## src/hw/rtl/srg_pkg.sv

```systemverilog
// Package for the sprite clip row generator: shared widths, defaults,
// controller states and the command/status structs between controller and datapath.
// No dependencies.
package srg_pkg;

    localparam int DefMaxSpriteHeight = 64;
    localparam int DefMaxSpriteWidth  = 256;

    localparam int CfgW     = 11;
    localparam int AddrW    = 20;
    localparam int OffW     = 14;
    localparam int SprWW    = 9;
    localparam int SprHW    = 7;
    localparam int CoordW   = 14;
    localparam int ScrMax   = 1024;
    localparam int SDataW   = 56;
    localparam int MDataW   = 48;
    localparam int PAddrW   = 3;

    localparam logic [CfgW-1:0] ResetScreenWidth  = 11'd320;
    localparam logic [CfgW-1:0] ResetScreenHeight = 11'd240;

    // Register indexes, taken from paddr[2].
    localparam logic RegScreenWidth  = 1'b0;
    localparam logic RegScreenHeight = 1'b1;

    typedef enum logic [1:0] {
        ST_IDLE,
        ST_CLIP,
        ST_SETUP,
        ST_ROWS
    } state_t;

    typedef struct packed {
        logic load;
        logic clip;
        logic setup;
        logic emit;
    } cmd_t;

    typedef struct packed {
        logic visible;
        logic last_row;
        logic out_free;
    } status_t;

    function automatic logic [CfgW-1:0] clamp_screen(input logic [CfgW-1:0] v);
        logic [CfgW-1:0] r;
        r = v;
        if (v == '0) begin
            r = 11'd1;
        end else if (v > CfgW'(ScrMax)) begin
            r = CfgW'(ScrMax);
        end
        return r;
    endfunction

endpackage

```

## src/hw/rtl/sprite_clip_row_generator.sv

```systemverilog
// Top level of the sprite clip row generator: configuration registers on an
// APB-style port, controller and datapath. Depends on srg_pkg, srg_ctrl, srg_dp.
//
//   Channel   Direction  Word
//   s_*       in         one sprite draw request
//   m_*       out        one visible row descriptor, tlast on the last row
//   APB       in/out     screen_width at 0x0, screen_height at 0x4
//
// A request passes through accept, clip and setup, then the row walk in the
// datapath gives one visible row per cycle unless m_tready stalls.
// A fully clipped request passes accept, clip and setup and gives no word.
// Reset is synchronous on aresetn low; configuration returns to 320 x 240.
// A stall on m_tready holds the row walk; a new request is taken once the
// last row sits in the output register.
module sprite_clip_row_generator #(
    parameter int MAX_SPRITE_HEIGHT = srg_pkg::DefMaxSpriteHeight,
    parameter int MAX_SPRITE_WIDTH  = srg_pkg::DefMaxSpriteWidth
) (
    input  logic                        aclk,
    input  logic                        aresetn,
    // pos_x[11:0], pos_y[23:12], ref_x[31:24], ref_y[37:32],
    // sprite_width[46:38], sprite_height[53:47], zero fill
    input  logic [srg_pkg::SDataW-1:0]  s_tdata,
    input  logic                        s_tuser,   // shadow_mode
    input  logic                        s_tvalid,
    output logic                        s_tready,
    // screen_address[19:0], sprite_offset[33:20], quad_count[40:34],
    // tail_count[42:41], zero fill
    output logic [srg_pkg::MDataW-1:0]  m_tdata,
    output logic                        m_tuser,   // shadow_out
    output logic                        m_tlast,   // last_row
    output logic                        m_tvalid,
    input  logic                        m_tready,
    input  logic                        psel,
    input  logic                        penable,
    input  logic                        pwrite,
    input  logic [srg_pkg::PAddrW-1:0]  paddr,
    input  logic [31:0]                 pwdata,
    output logic [31:0]                 prdata,
    output logic                        pready
);

    logic [srg_pkg::CfgW-1:0] screen_width_reg, screen_height_reg;
    logic                     cfg_wr;
    srg_pkg::cmd_t            cmd;
    srg_pkg::status_t         status;

    assign pready = 1'b1;
    assign cfg_wr = psel && penable && pwrite && pready;

    always_ff @(posedge aclk) begin
        if (!aresetn) begin
            screen_width_reg  <= srg_pkg::ResetScreenWidth;
            screen_height_reg <= srg_pkg::ResetScreenHeight;
        end else if (cfg_wr) begin
            case (paddr[2])
                srg_pkg::RegScreenWidth:  screen_width_reg  <= pwdata[srg_pkg::CfgW-1:0];
                srg_pkg::RegScreenHeight: screen_height_reg <= pwdata[srg_pkg::CfgW-1:0];
                default: begin
                end
            endcase
        end
    end

    always_comb begin
        case (paddr[2])
            srg_pkg::RegScreenWidth:  prdata = {21'b0, screen_width_reg};
            srg_pkg::RegScreenHeight: prdata = {21'b0, screen_height_reg};
            default:                  prdata = '0;
        endcase
    end

    srg_ctrl u_ctrl (
        .aclk     (aclk),
        .aresetn  (aresetn),
        .s_tvalid (s_tvalid),
        .s_tready (s_tready),
        .status   (status),
        .cmd      (cmd)
    );

    srg_dp #(
        .MAX_SPRITE_HEIGHT (MAX_SPRITE_HEIGHT),
        .MAX_SPRITE_WIDTH  (MAX_SPRITE_WIDTH)
    ) u_dp (
        .aclk          (aclk),
        .aresetn       (aresetn),
        .cmd           (cmd),
        .status        (status),
        .s_tdata       (s_tdata),
        .s_tuser       (s_tuser),
        .screen_width  (screen_width_reg),
        .screen_height (screen_height_reg),
        .m_tvalid      (m_tvalid),
        .m_tready      (m_tready),
        .m_tdata       (m_tdata),
        .m_tuser       (m_tuser),
        .m_tlast       (m_tlast)
    );

endmodule

```

## src/hw/rtl/srg_ctrl.sv

```systemverilog
// Controller state machine of the sprite clip row generator.
// Sequences load, clip, setup and the row walk. Depends on srg_pkg.
module srg_ctrl (
    input  logic              aclk,
    input  logic              aresetn,
    input  logic              s_tvalid,
    output logic              s_tready,
    input  srg_pkg::status_t  status,
    output srg_pkg::cmd_t     cmd
);

    srg_pkg::state_t state_reg, state_next;

    always_ff @(posedge aclk) begin
        if (!aresetn) begin
            state_reg <= srg_pkg::ST_IDLE;
        end else begin
            state_reg <= state_next;
        end
    end

    always_comb begin
        state_next = state_reg;
        case (state_reg)
            srg_pkg::ST_IDLE: begin
                if (s_tvalid) state_next = srg_pkg::ST_CLIP;
            end
            srg_pkg::ST_CLIP: begin
                state_next = srg_pkg::ST_SETUP;
            end
            srg_pkg::ST_SETUP: begin
                state_next = status.visible ? srg_pkg::ST_ROWS : srg_pkg::ST_IDLE;
            end
            srg_pkg::ST_ROWS: begin
                if (status.out_free && status.last_row) state_next = srg_pkg::ST_IDLE;
            end
            default: begin
                state_next = srg_pkg::ST_IDLE;
            end
        endcase
    end

    always_comb begin
        cmd      = '0;
        s_tready = 1'b0;
        case (state_reg)
            srg_pkg::ST_IDLE: begin
                s_tready = 1'b1;
                cmd.load = s_tvalid;
            end
            srg_pkg::ST_CLIP: begin
                cmd.clip = 1'b1;
            end
            srg_pkg::ST_SETUP: begin
                cmd.setup = 1'b1;
            end
            srg_pkg::ST_ROWS: begin
                cmd.emit = status.out_free;
            end
            default: begin
                cmd = '0;
            end
        endcase
    end

    // A row is only written into the output register during the row walk.
    a_emit_in_rows: assert property (@(posedge aclk) disable iff (!aresetn)
        cmd.emit |-> state_reg == srg_pkg::ST_ROWS)
        else $error("row emitted outside the row walk");

    // The last row ends the walk.
    a_last_ends: assert property (@(posedge aclk) disable iff (!aresetn)
        (cmd.emit && status.last_row) |=> state_reg == srg_pkg::ST_IDLE)
        else $error("walk continued past the last row");

    // A clipped-away sprite never enters the row walk.
    a_clipped_idle: assert property (@(posedge aclk) disable iff (!aresetn)
        (state_reg == srg_pkg::ST_SETUP && !status.visible) |=> state_reg == srg_pkg::ST_IDLE)
        else $error("invisible sprite entered the row walk");

endmodule

```

## src/hw/rtl/srg_dp.sv

```systemverilog
// Datapath of the sprite clip row generator: request registers, clipping,
// start address/offset products, row walk counters and the output register.
// Depends on srg_pkg.
module srg_dp #(
    parameter int MAX_SPRITE_HEIGHT = srg_pkg::DefMaxSpriteHeight,
    parameter int MAX_SPRITE_WIDTH  = srg_pkg::DefMaxSpriteWidth
) (
    input  logic                        aclk,
    input  logic                        aresetn,
    input  srg_pkg::cmd_t               cmd,
    output srg_pkg::status_t            status,
    input  logic [srg_pkg::SDataW-1:0]  s_tdata,
    input  logic                        s_tuser,
    input  logic [srg_pkg::CfgW-1:0]    screen_width,
    input  logic [srg_pkg::CfgW-1:0]    screen_height,
    output logic                        m_tvalid,
    input  logic                        m_tready,
    output logic [srg_pkg::MDataW-1:0]  m_tdata,
    output logic                        m_tuser,
    output logic                        m_tlast
);

    localparam int CW = srg_pkg::CoordW;

    // Request registers.
    logic signed [11:0]              pos_x_reg, pos_y_reg;
    logic [7:0]                      ref_x_reg;
    logic [5:0]                      ref_y_reg;
    logic [srg_pkg::SprWW-1:0]       spr_w_reg;
    logic [srg_pkg::SprHW-1:0]       spr_h_reg;
    logic                            shadow_reg;

    // Clip results.
    logic                            visible_reg;
    logic [9:0]                      x0_reg, y0_reg;
    logic [srg_pkg::SprWW-1:0]       sx0_reg;
    logic [5:0]                      sy0_reg;
    logic [srg_pkg::SprWW-1:0]       latched_span_reg;
    logic [srg_pkg::SprHW-1:0]       rows_left_reg;

    // Row walk.
    logic [srg_pkg::AddrW-1:0]       row_screen_address_reg;
    logic [srg_pkg::OffW-1:0]        row_sprite_offset_reg;

    // Output register.
    logic                            m_valid_reg;
    logic [srg_pkg::MDataW-1:0]      m_data_reg;
    logic                            m_user_reg, m_last_reg;

    logic [srg_pkg::CfgW-1:0]        sw_c, sh_c;
    logic [srg_pkg::SprWW-1:0]       w_in;
    logic [srg_pkg::SprHW-1:0]       h_in;
    logic signed [CW-1:0]            xmin, xmax, ymin, ymax;
    logic signed [CW-1:0]            sx0, sx1, sy0, sy1, sw_m1, sh_m1, w_s, h_s;
    logic signed [CW-1:0]            span_s, rows_s;
    logic                            vis_c;
    logic [srg_pkg::AddrW:0]         addr_prod;
    logic [srg_pkg::OffW:0]          off_prod;

    assign sw_c = srg_pkg::clamp_screen(screen_width);
    assign sh_c = srg_pkg::clamp_screen(screen_height);

    always_comb begin
        w_in = s_tdata[46:38];
        h_in = s_tdata[53:47];
        if ({2'b00, w_in} > srg_pkg::CfgW'(MAX_SPRITE_WIDTH)) begin
            w_in = srg_pkg::SprWW'(MAX_SPRITE_WIDTH);
        end
        if ({4'b0000, h_in} > srg_pkg::CfgW'(MAX_SPRITE_HEIGHT)) begin
            h_in = srg_pkg::SprHW'(MAX_SPRITE_HEIGHT);
        end
    end

    // Clipping against the screen, in signed coordinates.
    always_comb begin
        w_s   = $signed({{(CW-srg_pkg::SprWW){1'b0}}, spr_w_reg});
        h_s   = $signed({{(CW-srg_pkg::SprHW){1'b0}}, spr_h_reg});
        sw_m1 = $signed({{(CW-srg_pkg::CfgW){1'b0}}, sw_c}) - 14'sd1;
        sh_m1 = $signed({{(CW-srg_pkg::CfgW){1'b0}}, sh_c}) - 14'sd1;
        xmin  = $signed({{2{pos_x_reg[11]}}, pos_x_reg}) - $signed({6'b0, ref_x_reg});
        ymin  = $signed({{2{pos_y_reg[11]}}, pos_y_reg}) - $signed({8'b0, ref_y_reg});
        xmax  = xmin + w_s - 14'sd1;
        ymax  = ymin + h_s - 14'sd1;
        sx0   = (xmin < 0) ? -xmin : '0;
        sy0   = (ymin < 0) ? -ymin : '0;
        sx1   = (xmax > sw_m1) ? (w_s - 14'sd1 - (xmax - sw_m1)) : (w_s - 14'sd1);
        sy1   = (ymax > sh_m1) ? (h_s - 14'sd1 - (ymax - sh_m1)) : (h_s - 14'sd1);
        span_s = sx1 - sx0 + 14'sd1;
        rows_s = sy1 - sy0 + 14'sd1;
        vis_c = (spr_w_reg != '0) && (spr_h_reg != '0) && (sx0 <= sx1) && (sy0 <= sy1);
    end

    assign addr_prod = (srg_pkg::AddrW+1)'(y0_reg * sw_c) + (srg_pkg::AddrW+1)'(x0_reg);
    assign off_prod  = (srg_pkg::OffW+1)'(sy0_reg * spr_w_reg) + (srg_pkg::OffW+1)'(sx0_reg);

    always_ff @(posedge aclk) begin
        if (cmd.load) begin
            pos_x_reg  <= $signed(s_tdata[11:0]);
            pos_y_reg  <= $signed(s_tdata[23:12]);
            ref_x_reg  <= s_tdata[31:24];
            ref_y_reg  <= s_tdata[37:32];
            spr_w_reg  <= w_in;
            spr_h_reg  <= h_in;
            shadow_reg <= s_tuser;
        end
        if (cmd.clip) begin
            x0_reg           <= (xmin < 0) ? '0 : xmin[9:0];
            y0_reg           <= (ymin < 0) ? '0 : ymin[9:0];
            sx0_reg          <= sx0[srg_pkg::SprWW-1:0];
            sy0_reg          <= sy0[5:0];
            latched_span_reg <= span_s[srg_pkg::SprWW-1:0];
        end
        if (cmd.setup) begin
            row_screen_address_reg <= addr_prod[srg_pkg::AddrW-1:0];
            row_sprite_offset_reg  <= off_prod[srg_pkg::OffW-1:0];
        end else if (cmd.emit) begin
            row_screen_address_reg <= row_screen_address_reg
                                      + srg_pkg::AddrW'(sw_c);
            row_sprite_offset_reg  <= row_sprite_offset_reg
                                      + srg_pkg::OffW'(spr_w_reg);
        end
        if (cmd.emit) begin
            m_data_reg <= {5'b00000,
                           latched_span_reg[1:0],
                           latched_span_reg[8:2],
                           row_sprite_offset_reg,
                           row_screen_address_reg};
            m_user_reg <= shadow_reg;
            m_last_reg <= (rows_left_reg == srg_pkg::SprHW'(1));
        end
    end

    always_ff @(posedge aclk) begin
        if (!aresetn) begin
            visible_reg   <= 1'b0;
            rows_left_reg <= '0;
            m_valid_reg   <= 1'b0;
        end else begin
            if (cmd.clip) begin
                visible_reg   <= vis_c;
                rows_left_reg <= vis_c ? rows_s[srg_pkg::SprHW-1:0] : '0;
            end else if (cmd.emit) begin
                rows_left_reg <= rows_left_reg - srg_pkg::SprHW'(1);
            end
            if (cmd.emit) begin
                m_valid_reg <= 1'b1;
            end else if (m_tready) begin
                m_valid_reg <= 1'b0;
            end
        end
    end

    assign status.visible  = visible_reg;
    assign status.last_row = (rows_left_reg == srg_pkg::SprHW'(1));
    assign status.out_free = !m_valid_reg || m_tready;

    assign m_tvalid = m_valid_reg;
    assign m_tdata  = m_data_reg;
    assign m_tuser  = m_user_reg;
    assign m_tlast  = m_last_reg;

endmodule
```

## config.mk

```make
export PLATFORM = sky130hd
export DESIGN_NAME = sprite_clip_row_generator
export DESIGN_NICKNAME = d
export VERILOG_FILES = /design/src/hw/rtl/srg_pkg.sv /design/src/hw/rtl/sprite_clip_row_generator.sv /design/src/hw/rtl/srg_ctrl.sv /design/src/hw/rtl/srg_dp.sv
export SDC_FILE = /design/constraint.sdc
export NUM_CORES = 1
export LEC_CHECK = 0
export BUFFER_PORTS_ARGS = -buffer_cell sky130_fd_sc_hd__buf_2
export CAP_MARGIN = 20
export CORE_MARGIN = 3
export CORE_UTILIZATION = 62
export DETAILED_ROUTE_END_ITERATION = 12
export GPL_TIMING_DRIVEN = 0
export PLACE_DENSITY = 0.9
export SYNTH_ARGS = -nofsm -noshare
export SYNTH_HDL_FRONTEND = slang
export SYNTH_SLANG_ARGS = --single-unit
```

## constraint.sdc

```tcl
create_clock -name aclk -period 10.1 [get_ports aclk]
set_clock_uncertainty 0.1 [all_clocks]
set_input_delay 2.02 -clock aclk [delete_from_list [all_inputs] [get_ports aclk]]
set_output_delay 2.02 -clock aclk [all_outputs]
set_load 0.05 [all_outputs]
```

==> flow_metrics.py <==
metrics = {
    "status": {
        "status": "completed",
    },
    "critical_path": {
        "cp_max_fo": 10,
        "worst_setup_path_end_kind": "flop",
        "crit_arrival_ps": 9260,
        "crit_type": "flop to flop",
        "path_delay_family": "compound AO/OA/AOI/OAI gates",
        "slowest_stage": "o211ai_1",
        "cp_num_buf_inv": 7,
        "max_stage_delay_ps": 820,
        "cp-start-kind": "flop",
        "worstPathRequired_ps": 10470,
        "cp_common_cell": "inv_1",
    },
    "cells_and_area": {
        "largest_reg_flops": 43,
        "drive_above_1_share_pct": 9.976,
        "instances_no_fill": 2924,
        "syn_to_final_growth_pct": 10.01,
        "multi_input_area_um2": 14000,
        "antenna_cells": 0,
        "design_area_um2": 23700,
        "nets": 2992,
        "ff_latch_area_um2": 6006,
        "n_fill_cell": 2509,
    },
    "placement": {
        "dp_cells": 2881,
        "port_buffers": 131,
        "place_ws_ps": 1321,
        "dp_hpwl_mm": 40.49,
        "place_area_um2": 22930,
        "place_congestion": 0.9423,
    },
    "logic_synthesis": {
        "synth_ff_type": "edfxtp_1",
        "synth_cell_type_count": 73,
        "synth_edf_count": 178,
        "synth_largest_area_cell": "edfxtp_1",
        "syn_inst": 2265,
        "ys_seq_area_share_pct": 27.88,
        "syn_area_um2": 21540,
        "synth_warnings": 0,
        "synth_area_leaders": "edfxtp_1 25%, ha_1 17%, fa_1 14%",
        "ys_async_sr_fraction_pct": 0,
        "yosysMostFrequentCell": "inv_1",
        "syn_avg_cell_area_um2": 9.511,
        "ys_ff_latch": 211,
        "synthTopCellsByCount": "325 x inv_1, 286 x ha_1, 230 x nand2_1",
        "synth_top_area_share_pct": 24.81,
    },
    "grt": {
        "grt_usage_pct": 27.37,
        "grt_pass1_vias": 17060,
        "grt_max_degree": 53,
        "overflow": 0,
        "grt_first_pass_wirelength_mm": 82.07,
        "grt_antenna_before_repair": 0,
    },
    "sta": {
        "fmax_mhz": 112.5,
        "hold_ws_ps": 311.8,
        "finalHoldViolCount": 0,
        "setup_ws_ps": 1208,
        "fin_tns_setup_ps": 0,
        "period_share_pct": 88.04,
        "finalMaxSlewViolations": 0,
        "worst_pin_slew_ps": 1022,
        "post-route-min-period_ps": 8892,
        "relSlewSlack_pct": 31.57,
        "setup-violations-final": 0,
        "rsz0062_at_grt": "no",
    },
    "clocking": {
        "clock-sinks": 211,
        "cts_root_buf": "clkbuf_16",
        "postCtsSetupBuffers": 0,
        "cts_tree": "done",
        "cts_resized": 0,
        "cts_buffers": 24,
        "hold_buffers": 0,
        "cts_buffer_depth": 3,
        "clk_pin_slew_ps": 60,
        "clk_latency_ps": 540,
        "htreeDepth": 1,
    },
    "power": {
        "switching_share_pct": 46.09,
        "ir_worst_vdd_mv": 0.3308,
        "power_density_nw_per_um2": 305.9,
        "clkPwrFrac_pct": 11.9,
        "power.leakage_nw": 11.30,
        "power.switching_mw": 3.342,
        "seqPwrFrac_pct": 16.4,
        "power_frac_comb_pct": 71.6,
        "power.internal_mw": 3.908,
    },
    "detailed_routing": {
        "drt_wl_total_mm": 50.69,
        "wl_per_cell_um": 17.34,
        "route.detailed.drc": 0,
        "ant_nets": 0,
        "dr.pass1.iters": 6,
        "vias": 16730,
        "dr.first_iter.drc_count": 1164,
        "drt-vias-per-instance": 5.723,
    },
    "floorplan": {
        "core_region_area_um2": 33870,
        "start_util_pct": 63.61,
        "rows": 67,
        "ios": 184,
        "die_h_um": 192.4,
        "die_w_um": 192.4,
        "die-area_um2": 37020,
    },
    "job": {
        "drv_cap": 0,
    },
    "min_path": {
        "hold_path.class": "flop to flop",
    },
}
-- layout make-up --
cell class                 instances  share of cell area, %
inverter                         328                  5.200
sequential                       211                  25.34
clock inverter                    12                 0.4963
timing repair buffer             133                  2.935
buffer                            89                  1.864
multi-input combinational       1672                  59.06
tap                              448                  2.365
clock buffer                      31                  2.735
-- worst reg2reg max path: cells and delay by family, from the launching register on --
| family | cells | cell delay, ps |
|---|---|---|
| AO/OA/AOI/OAI | 17 | 4780 |
| adder cells (fa/ha/maj) | 6 | 1670 |
| buffers and inverters | 7 | 910 |
| XOR/XNOR | 1 | 180 |
| AND/OR/NAND/NOR | 6 | 830 |
| flip-flops | 1 | 430 |
-- layer usage --
metal	wire length, um	share of wire [%]	GRT usage (%)
met1	20220	40	34.28
met2	25060	49	48.20
met3	3702	7.3	4.105
met4	1712	3.4	9.751
met5	0	0	0
-- power by group through the flow --
| stage | logic [mW] | clock network, mW | registers [mW] |
|---|---|---|---|
| after floorplan | 4.01 | 0 | 1.20 |
| after global placement | 4.83 | 0 | 1.21 |
| after detailed placement | 5.07 | 0 | 1.21 |
| after CTS | 5.14 | 0.877 | 1.19 |
| after global routing | 5.79 | 0.916 | 1.20 |
| final | 5.19 | 0.864 | 1.19 |
-- stage by stage --
stage | util (%) | power, mW
CTS | 69.98 | 7.208
floorplan | - | 5.213
global route | 69.98 | 7.903
global placement | 67.59 | 6.036
detailed placement | 67.71 | 6.280
finish | 69.98 | 7.249
-- cells by family after synthesis --
kind of cell,Yosys count,share of synthesized area (%)
muxes,32,1.603
DFF,211,27.88
buffers and inverters,417,7.760
and+or+nand+nor,643,14.32
adders and majority gates,436,30.46
AOI/OAI and AO/OA,344,10.59
other,2,0.03486
xor gates and xnor gates,180,7.353
-- final timing paths --
kind                                  from                     to  slack (ps)  cells past startpoint
setup / recovery         u_dp.ref_x_reg[1]  u_dp.rows_left_reg[3]        1210                     37
hold / removal    u_dp.latched_span_reg[5]       u_dp.m_tdata[37]         310                      0
setup reg to reg         u_dp.ref_x_reg[1]  u_dp.rows_left_reg[3]        1210                     37
hold reg to reg   u_dp.latched_span_reg[5]       u_dp.m_tdata[37]         310                      0
-- layout by cell type (no fill, tap or decap), drive strengths merged, types with 8 or more instances in the layout --
master / instances
a211oi: 12
a21boi: 22
a21o: 49
a21oi: 95
a31oi: 9
and2: 72
and3: 16
buf: 170
clkbuf: 83
clkinv: 8
conb: 37
dfxtp: 33
edfxtp: 178
fa: 148
ha: 286
inv: 328
mux2: 20
mux2i: 12
nand2: 230
nand2b: 20
nand3: 34
nand4: 20
nor2: 126
nor2b: 45
nor3: 33
nor4: 15
o21a: 19
o21ai: 69
o21bai: 18
or2: 9
xnor2: 116
xor2: 64
(Power assumes the default switching activity.)
